$ cat src/http_get_request_parser_core_assert.svh
// ----------------------------------------------------------------------------
// HTTP GET request parser assertion macros
// Concurrent assertion wrappers that compile away when SYNTHESIS is defined.
// ----------------------------------------------------------------------------
`ifndef HTTP_GET_REQUEST_PARSER_CORE_ASSERT_SVH
`define HTTP_GET_REQUEST_PARSER_CORE_ASSERT_SVH

`ifndef SYNTHESIS
`define HGRP_ASSERT(lbl, prop, msg) \
  lbl: assert property (@(posedge clk) disable iff (rst) prop) else $error(msg);
`define HGRP_ASSERT_RST(lbl, prop, msg) \
  lbl: assert property (@(posedge clk) prop) else $error(msg);
`else
`define HGRP_ASSERT(lbl, prop, msg)
`define HGRP_ASSERT_RST(lbl, prop, msg)
`endif

`endif

$ cat src/hgrp_pkg.sv
// ----------------------------------------------------------------------------
// HTTP GET request parser package
// Shared types, character constants and the parser state record.
// ----------------------------------------------------------------------------
`default_nettype none

package hgrp_pkg;

  typedef enum logic [1:0] {
    PH_LINE,
    PH_HEADERS,
    PH_DONE
  } phase_t;

  typedef enum logic [1:0] {
    RK_PATH,
    RK_ACCEPT,
    RK_BAD,
    RK_EARLY
  } rkind_t;

  localparam logic [7:0] CH_LF    = 8'h0a;
  localparam logic [7:0] CH_CR    = 8'h0d;
  localparam logic [7:0] CH_SPACE = 8'h20;

  localparam logic [2:0] METHOD_LEN  = 3'd4;
  localparam logic [3:0] VERSION_LEN = 4'd10;
  localparam logic [3:0] VERSION_SAT = 4'd11;
  localparam logic [1:0] SPACE_SAT   = 2'd3;
  localparam logic [1:0] HDR_SAT     = 2'd3;

  localparam logic [3:0][7:0] METHOD_TEXT = {8'h20, 8'h54, 8'h45, 8'h47};

  typedef struct packed {
    phase_t     phase;
    logic [2:0] method_position;
    logic [1:0] space_count;
    logic [3:0] version_byte_count;
    logic       line_malformed;
    logic       previous_was_cr;
    logic [1:0] header_line_length;
  } pstate_t;

  typedef struct packed {
    logic       valid;
    rkind_t     kind;
    logic [7:0] byte_val;
  } presult_t;

  localparam pstate_t PSTATE_RESET = '{
    phase:              PH_LINE,
    method_position:    3'd0,
    space_count:        2'd0,
    version_byte_count: 4'd0,
    line_malformed:     1'b0,
    previous_was_cr:    1'b0,
    header_line_length: 2'd0
  };

endpackage

`default_nettype wire

$ cat src/http_get_request_parser_core.sv
// An accepted byte is held in the input register; its result word then goes to the result register.
// Throughput: one byte per cycle unless the result register stalls; the state update for
// each byte is a single pass of logic. A stalled result register holds the input register,
// which then stalls the input side. Reset (rst, synchronous, active high) empties both
// registers and returns the parser to the start of a request line.
// ----------------------------------------------------------------------------
// HTTP GET request parser core
// Parses a connection's byte stream, emitting path bytes and the request verdict.
// ----------------------------------------------------------------------------
`default_nettype none

`include "http_get_request_parser_core_assert.svh"

module http_get_request_parser_core import hgrp_pkg::*; (
  input  wire logic       clk,
  input  wire logic       rst,
  input  wire logic       req_valid,
  output logic            req_ready,
  input  wire logic       kind,
  input  wire logic [7:0] data_byte,
  output logic            res_valid,
  input  wire logic       res_ready,
  output logic [1:0]      result_kind,
  output logic [7:0]      path_byte
);

  logic       inq_valid;
  logic       inq_kind;
  logic [7:0] inq_byte;
  logic       advance;
  pstate_t    st;
  pstate_t    st_next;
  presult_t   step_res;
  logic       res_valid_next;
  rkind_t     res_kind;
  logic [7:0] res_byte;

  hgrp_step u_step (
    .cur       (st),
    .kind      (inq_kind),
    .data_byte (inq_byte),
    .nxt       (st_next),
    .res       (step_res)
  );

  assign advance   = inq_valid && (!res_valid || res_ready);
  assign req_ready = !inq_valid || advance;

  always_comb begin
    if (advance) begin
      res_valid_next = step_res.valid;
    end else begin
      res_valid_next = res_valid && !res_ready;
    end
  end

  always_ff @(posedge clk) begin
    if (rst) begin
      inq_valid <= 1'b0;
      res_valid <= 1'b0;
      st        <= PSTATE_RESET;
    end else begin
      if (req_ready) begin
        inq_valid <= req_valid;
      end
      res_valid <= res_valid_next;
      if (advance) begin
        st <= st_next;
      end
    end
  end

  always_ff @(posedge clk) begin
    if (req_valid && req_ready) begin
      inq_kind <= kind;
      inq_byte <= data_byte;
    end
    if (advance && step_res.valid) begin
      res_kind <= step_res.kind;
      res_byte <= step_res.byte_val;
    end
  end

  assign result_kind = res_kind;
  assign path_byte   = res_byte;

  `HGRP_ASSERT_RST(a_reset_clears, rst |=> !res_valid && !inq_valid && st.phase == PH_LINE, "reset did not clear the parser")
  `HGRP_ASSERT(a_zero_unless_path, res_valid && result_kind != RK_PATH |-> path_byte == 8'd0, "non-path result carries a byte")
  `HGRP_ASSERT(a_headers_after_good, st.phase == PH_HEADERS |-> st.space_count == 2'd2 && st.method_position == METHOD_LEN, "header phase without a valid request line")
  `HGRP_ASSERT(a_held_word_kept, inq_valid && !advance |=> inq_valid && $stable(inq_kind) && $stable(inq_byte), "pending word lost")

endmodule

`default_nettype wire

$ cat src/hgrp_step.sv
// ----------------------------------------------------------------------------
// HTTP GET request parser step logic
// Computes the next parser state and the optional result for one word.
// ----------------------------------------------------------------------------
`default_nettype none

module hgrp_step import hgrp_pkg::*; (
  input  wire pstate_t  cur,
  input  wire logic     kind,
  input  wire logic [7:0] data_byte,
  output pstate_t       nxt,
  output presult_t      res
);

  logic       ended;
  logic       good;
  logic       mal;
  logic [2:0] mp;
  logic [1:0] sc;
  logic [3:0] vc;

  always_comb begin
    nxt   = cur;
    res   = '{valid: 1'b0, kind: RK_PATH, byte_val: 8'd0};
    ended = cur.previous_was_cr && (data_byte == CH_LF);
    mal   = cur.line_malformed;
    mp    = cur.method_position;
    sc    = cur.space_count;
    vc    = cur.version_byte_count;
    good  = 1'b0;
    if (kind) begin
      nxt = PSTATE_RESET;
      if (cur.phase != PH_DONE) begin
        res = '{valid: 1'b1, kind: RK_EARLY, byte_val: 8'd0};
      end
    end else begin
      unique case (cur.phase)
        PH_LINE: begin
          if (cur.method_position < METHOD_LEN) begin
            if (data_byte != METHOD_TEXT[cur.method_position[1:0]]) begin
              mal = 1'b1;
            end
            mp = cur.method_position + 3'd1;
          end
          if (data_byte == CH_SPACE) begin
            if (cur.space_count < SPACE_SAT) begin
              sc = cur.space_count + 2'd1;
            end
            if (sc == SPACE_SAT) begin
              mal = 1'b1;
            end
          end else if (cur.space_count == 2'd1) begin
            if (!ended) begin
              res = '{valid: 1'b1, kind: RK_PATH, byte_val: data_byte};
            end
          end else if (cur.space_count == 2'd2) begin
            if (cur.version_byte_count < VERSION_SAT) begin
              vc = cur.version_byte_count + 4'd1;
            end
          end
          nxt.method_position    = mp;
          nxt.space_count        = sc;
          nxt.version_byte_count = vc;
          nxt.line_malformed     = mal;
          if (ended) begin
            good = !mal && (mp == METHOD_LEN) && (sc == 2'd2) && (vc == VERSION_LEN);
            nxt.previous_was_cr = 1'b0;
            if (!good) begin
              nxt.phase = PH_DONE;
              res = '{valid: 1'b1, kind: RK_BAD, byte_val: 8'd0};
            end else begin
              nxt.phase = PH_HEADERS;
              nxt.header_line_length = 2'd0;
            end
          end else begin
            nxt.previous_was_cr = (data_byte == CH_CR);
          end
        end
        PH_HEADERS: begin
          if (ended) begin
            nxt.previous_was_cr = 1'b0;
            if (cur.header_line_length == 2'd1) begin
              nxt.phase = PH_DONE;
              res = '{valid: 1'b1, kind: RK_ACCEPT, byte_val: 8'd0};
            end else begin
              nxt.header_line_length = 2'd0;
            end
          end else begin
            if (cur.header_line_length < HDR_SAT) begin
              nxt.header_line_length = cur.header_line_length + 2'd1;
            end
            nxt.previous_was_cr = (data_byte == CH_CR);
          end
        end
        PH_DONE: begin
          nxt = cur;
        end
        default: begin
          nxt = cur;
        end
      endcase
    end
  end

endmodule

`default_nettype wire
$ cat config.mk
export PLATFORM = sky130hd
export DESIGN_NAME = http_get_request_parser_core
export DESIGN_NICKNAME = d
export VERILOG_FILES = /design/src/hgrp_pkg.sv /design/src/http_get_request_parser_core.sv /design/src/hgrp_step.sv
export VERILOG_INCLUDE_DIRS = /design/src /design/src/src
export SDC_FILE = /design/constraint.sdc
export NUM_CORES = 1
export LEC_CHECK = 0
export ABC_AREA = 1
export BUFFER_PORTS_ARGS = -buffer_cell sky130_fd_sc_hd__buf_4
export CAP_MARGIN = 5
export CORE_ASPECT_RATIO = 0.7
export CORE_MARGIN = 2
export CORE_UTILIZATION = 35
export DETAILED_ROUTE_END_ITERATION = 7
export GPL_TIMING_DRIVEN = 0
export PLACE_DENSITY = 0.54
export SKIP_CTS_REPAIR_TIMING = 1
export SYNTH_ARGS = -nofsm -noshare
export SYNTH_HDL_FRONTEND = slang
export SYNTH_SLANG_ARGS = --single-unit
$ cat constraint.sdc
create_clock -name clk -period 2.8 [get_ports clk]
set_clock_uncertainty 0.1 [all_clocks]
set_input_delay 0.56 -clock clk [delete_from_list [all_inputs] [get_ports clk]]
set_output_delay 0.56 -clock clk [all_outputs]
set_load 0.01 [all_outputs]
Word-level counts from Yosys, hierarchy flattened

Index checks and enable logic that the tools add are counted.

ROM bits: 0
Memory bits (writable): 0
Word-level logic and storage cells: 111
Latch bits: 0
Bits of input ports: 13
Memories kept: 0
Output and inout port bits: 12
Bits in registers: 36

Bitwise gates (word level): 0
Reduce and logical (&&, ||, !) cells: 21
$add $sub $neg: 4
$lt $le $gt $ge: 5
Div/mod/pow operators: 0
Mux-type cells: 49
Equal/unequal tests: 19
$mul: 0
Shifts and indexed selects: 0

Operator list:

| cell                | count |
|---|---|
| $mux 11             | 9 |
| $mux 2              | 15 |
| $mux 4              | 6 |
| $pmux 11 s2         | 1 |
| $bmux 8 s2          | 1 |
| $eq 8x4->1 const B  | 2 |
| $mux 15             | 1 |
| $mux 3              | 4 |
| $ne 3x2->1 const B  | 4 |
| $mux 10             | 1 |
| $eq 8x6->1 const B  | 1 |
| $logic_and 1x1->1   | 8 |
| $mux 1              | 8 |
| $mux 8              | 1 |
| $ne 8x8->1          | 1 |
| $eq 2x1->1 const B  | 3 |
| $eq 2x2->1 const B  | 3 |
| $pmux 3 s2          | 1 |
| $reduce_and 6->1    | 1 |
| $reduce_and 5->1    | 1 |
| $add 2x1->2 const B | 2 |
| $add 4x1->4 const B | 1 |
| $eq 4x4->1 const B  | 1 |
| $logic_not 1->1     | 4 |
| 15 further kinds    | 18 |

Depth between registers and ports, before layout

Depth after elaboration: 19
Gate-level depth with buffers: 14
Gate-level depth less buffers: 14

Cells and area by module

Synthesis repeated with hierarchy kept, for this count alone.

Cells, all modules: 311
Area total of the unflattened synthesis: 2314.7 µm²

By module, submodules not included:

| module                       | cells an instance | instances | area each (µm²) | sequential area each (µm²) |
|---|---|---|---|---|
| http_get_request_parser_core | 134               | 1         | 1391.3          | 910.9 |
| hgrp_step                    | 177               | 1         | 923.4           | 0.0 |

Worst setup path before layout

Ideal clock, no wire load.

Path kind: reg-to-reg
Start point: register st[10] (netlist bit)
End point: register res_byte[0] (netlist: path_byte[0]) (enable)
Buffers on the path: 0
Period minus slack after synthesis: 1.970 ns
Arrival time: 1.587 ns
Stages on the path, launching flop included: 13
Data required time: 2.417 ns
Setup slack: 0.830 ns
Library setup time: 0.283 ns
Cell sequence: dfxtp_1 -> inv_1 -> ha_1 -> nand2_1 -> nand2_1 -> nor3_1 -> nand3_1 -> nor2_2 -> nand2_2 -> nand2_1 -> nand2_1 -> nand2_1 -> inv_1

Word-level cells in the longest chain between the ends: 18
Elaborated cells on any way between the ends: 24
Classes of those cells: add/sub: 1; order compare: 1; eq/ne: 2; mux: 15; reduce/logical: 5

RTL lines:

| what                             | RTL line                           | RTL |
|---|---|---|
| from (decl)                      | http_get_request_parser_core.sv:31 | `pstate_t st;` |
| from (signal assigned)           | http_get_request_parser_core.sv:68 | `st <= st_next;` |
| $bmux 8 s2                       | hgrp_step.sv:40                    | `if (data_byte != METHOD_TEXT[cur.method_position[1:0]]) begin` |
| $mux 8 (not written as such)     | hgrp_step.sv:40                    |  |
| $ne 8x8->1                       | hgrp_step.sv:40                    |  |
| $mux 1                           | hgrp_step.sv:40                    |  |
| $mux 1                           | hgrp_step.sv:39                    | `if (cur.method_position < METHOD_LEN) begin` |
| $mux 1                           | hgrp_step.sv:49                    | `if (sc == SPACE_SAT) begin` |
| $mux 1                           | hgrp_step.sv:45                    | `if (data_byte == CH_SPACE) begin` |
| $mux 1                           | hgrp_step.sv:37                    | `unique case (cur.phase)` |
| $mux 1                           | hgrp_step.sv:31                    | `if (kind) begin` |
| $logic_not 1->1                  | hgrp_step.sv:66                    | `good = !mal && (mp == METHOD_LEN) && (sc == 2'd2) && (vc == VERSION_LEN);` |
| $logic_and 1x1->1 * (3 in a row) | hgrp_step.sv:66                    |  |
| $mux 11 *                        | hgrp_step.sv:68                    | `if (!good) begin` |
| $mux 11 *                        | hgrp_step.sv:65                    | `if (ended) begin` |
| $pmux 11 s2 *                    | hgrp_step.sv:37                    |  |
| $mux 11 *                        | hgrp_step.sv:31                    |  |
| $logic_and 1x1->1 *              | http_get_request_parser_core.sv:78 | `if (advance && step_res.valid) begin` |
| to (signal assigned)             | http_get_request_parser_core.sv:80 | `res_byte <= step_res.byte_val;` |
| to (decl)                        | http_get_request_parser_core.sv:36 | `logic [7:0] res_byte;` |

Mark *: on every way between the ends. The rest lies on a longest branch, timed or not. The select of a mux whose other input is x is not followed.
A chain may end at the register's enable or synchronous reset.

Worst setup path in the final report

Start point: register inq_byte[0]
End point: register res_byte[7] (netlist: path_byte[7]) (enable)

Word-level cells in the longest chain between the ends: 16
Elaborated cells on any way between the ends: 31
Classes of those cells: eq/ne: 5; mux: 20; reduce/logical: 6

RTL lines:

| what                           | RTL line                           | RTL |
|---|---|---|
| from (decl)                    | http_get_request_parser_core.sv:29 | `logic [7:0] inq_byte;` |
| from (signal assigned)         | http_get_request_parser_core.sv:76 | `inq_byte <= data_byte;` |
| $ne 8x8->1                     | hgrp_step.sv:40                    |  |
| $mux 1                         | hgrp_step.sv:40                    |  |
| $mux 1                         | hgrp_step.sv:39                    |  |
| $mux 1                         | hgrp_step.sv:49                    |  |
| $mux 1                         | hgrp_step.sv:45                    |  |
| $mux 1                         | hgrp_step.sv:37                    |  |
| $mux 1                         | hgrp_step.sv:31                    |  |
| $logic_not 1->1                | hgrp_step.sv:66                    |  |
| $logic_and 1x1->1 (3 in a row) | hgrp_step.sv:66                    |  |
| $mux 11                        | hgrp_step.sv:68                    |  |
| $mux 11                        | hgrp_step.sv:65                    |  |
| $pmux 11 s2 *                  | hgrp_step.sv:37                    |  |
| $mux 11 *                      | hgrp_step.sv:31                    |  |
| $logic_and 1x1->1 *            | http_get_request_parser_core.sv:78 |  |

Marks and branches as above.

==> qor.yml <==
cp.required_ns: 2.66
ys_ff_latch: 36
min_to: "inq_byte[1]"
dp.cells: 331
clock_sink_count: 36
rsz0062_at_grt: "false"
crit_arrival_ns: 2.10
postSynthAreaPerCell_sq_um: 7.85
die_h_microns: 64.9
wire_per_inst_microns: 11.2
grt_pass1_wl_mm: 6.44
die-area_sq_um: 5900
crit_type: "register to register"
cts_root_buf: "clkbuf_8"
firstDrtPassIters: 4
cts_tree: "done"
hold_violations: 0
period_share: 0.803
synth_top_area_cell: "edfxtp_1"
clk_pin_slew_ns: 0.07
setup_tns_ns: 0
ios: 25
final_cells: 339
fin_area_sq_um: 2220
synthTopCellsByArea: "edfxtp_1 31%, dfxtp_1 18%, nand2_1 13%, nor2_1 6.3%, nand3_1 5.9%"
worstMarginPinSlew_ns: 0.507
cts_buffers: 5
antenna_found_initial: 0
total_leakage_power_nw: 0.907
coreArea_sq_um: 5170
cts_buffer_depth: 2
fin_crit_ns: 2.25
startpoint_type: "register"
io_buffers: 23
place_hpwl_mm: 2.81
critPathCaptureType: "register"
finalWirelength_mm: 3.78
routed-via-count: 1534
ys_warn_count: 0
synth_cells: 236
gp_congestion: 0.843
fin_nets: 285
hp-start: "data_byte[1]"
syn-cell-area_sq_um: 1850
utilization: 0.429
drt-initial-drc-count: 107
drc_errors: 0
reg2reg_depth: 13
synth_top_area_share: 0.308
antenna_cells: 0
seq_area_frac_synth: 0.492
max-slew-margin-rel: 0.662
clock_latency_ns: 0.29
grt_start_max_net_pins: 12
avgViaCountPerCell: 4.53
p_per_area_nw_per_um2: 505
num_rows: 22
setup_viol: 0
max_freq_ghz: 0.445
synth.distinct_cells: 26
place_area_sq_um: 2110
vdd_drop_max_uv: 276
drive_gt1_frac: 0.206
overflow: 0
die_w_microns: 90.9
r2r_slack_ns: 0.55
crit_path_max_fanout: 10
globalRouteTotalUtil: 0.141
hold_class: "primary input to register"
drv_slew: 0
drv_cap: 0
area_growth_pct: 20.0
start_util: 0.358
status: "finished clean"
reg2reg_to: "path_byte[7]"
cts_max_level: 2
holdPathStages: 1
syn_nets: 255
r2r-start: "inq_byte[0]"
antenna_left: 0
grt_pass1_vias: 1386
layout make-up:
type                            count  area, sq um
Fill cell                         534         2950
Clock inverter                      2         35.0
Multi-Input combinational cell    166          813
Clock buffer                        6         72.6
Inverter                           32          120
Sequential cell                    36          911
Timing Repair Buffer               23          173
Tap cell                           72         90.1
Buffer                              2         7.51
cells by family (layout without fill, tap and decap cells):
family / count (synthesis) / after routing / share of synthesized area
xor+xnor: 1 / 1 / 0.00473
compound gates: 21 / 21 / 0.0601
buf+inv: 34 / 65 / 0.0689
fa+ha+maj: 6 / 6 / 0.0405
flops: 36 / 36 / 0.492
simple gates: 138 / 138 / 0.334
report_power, final:
part | internal (W) | switching [W] | leakage [nW]
logic | 0.0000318 | 0.0000502 | 0.545
registers | 0.000572 | 0.0000118 | 0.307
clock network | 0.000264 | 0.000192 | 0.0552
total | 0.000868 | 0.000254 | 0.907
cell usage after synthesis:
library cell / n
nand4_1: 2
or2_2: 1
nand2_1: 62
xnor2_1: 1
nand3b_1: 1
inv_2: 9
dfxtp_1: 17
nand3_1: 22
nor2_1: 31
nor2_4: 2
inv_1: 22
nor3_1: 4
buf_1: 1
nor4_1: 1
clkbuf_1: 1
a21oi_1: 18
nand3_2: 1
nand2_4: 1
nand2_2: 6
edfxtp_1: 19
nor2_2: 4
a21oi_2: 1
clkinv_1: 1
o21ai_0: 1
ha_1: 6
a22oi_1: 1
worst max-delay path, stage by stage (launching register included):
cell and delay (ns):
edfxtp_1 0.44, inv_1 0.16, nand2_1 0.10, nor2_4 0.13, nand2_4 0.11, nand3_1 0.11, nand2_1 0.08, nand2_1 0.07
nor2_2 0.04, nand2_2 0.07, nand2_1 0.08, nand2_1 0.06, nand2_1 0.05, inv_1 0.29
per-layer routing:
metal	routed length (microns)	track usage
met3	191	0.0395
met1	2160	0.215
met2	1390	0.185
met4	40	0.0511
met5	0	0
worst max-delay path by stage:
stage	start	end	slack (ns)
after floorplan	st[10]	path_byte[0]	0.83
after global placement	inq_byte[0]	path_byte[7]	0.55
after detailed placement	inq_byte[0]	path_byte[3]	0.57
after CTS	inq_byte[0]	path_byte[7]	0.55
after global routing	inq_byte[0]	result_kind[1]	0.36
final	inq_byte[0]	path_byte[7]	0.55
registers in the layout, summed over array words and instances, names as in the netlist:
register / flops
res_valid: 1
result_kind: 2
path_byte: 8
inq_valid: 1
inq_byte: 8
inq_kind: 1
st: 15
layout by cell type, fill, tap and decap left out, types with 2 or more instances in the layout:
master and instances:
clkbuf_8 5, edfxtp_1 19, a21oi_1 18, nor2_2 4
inv_2 9, dfxtp_1 17, clkbuf_1 2, buf_4 23
nand2_1 62, nand3_1 22, nand4_1 2, nand2_2 6
ha_1 6, inv_1 22, nor2_1 31, nor3_1 4
nor2_4 2
stage by stage:
stage,total power (W),setup WS [ns],hold slack [ns]
after floorplan,0.000642,0.830,0.345
after global placement,0.000678,0.548,0.358
after detailed placement,0.000678,0.567,0.356
after CTS,0.00113,0.548,0.331
after global routing,0.00117,0.357,0.327
final,0.00112,0.552,0.341
No activity file was read; power rests on OpenSTA's default activity.
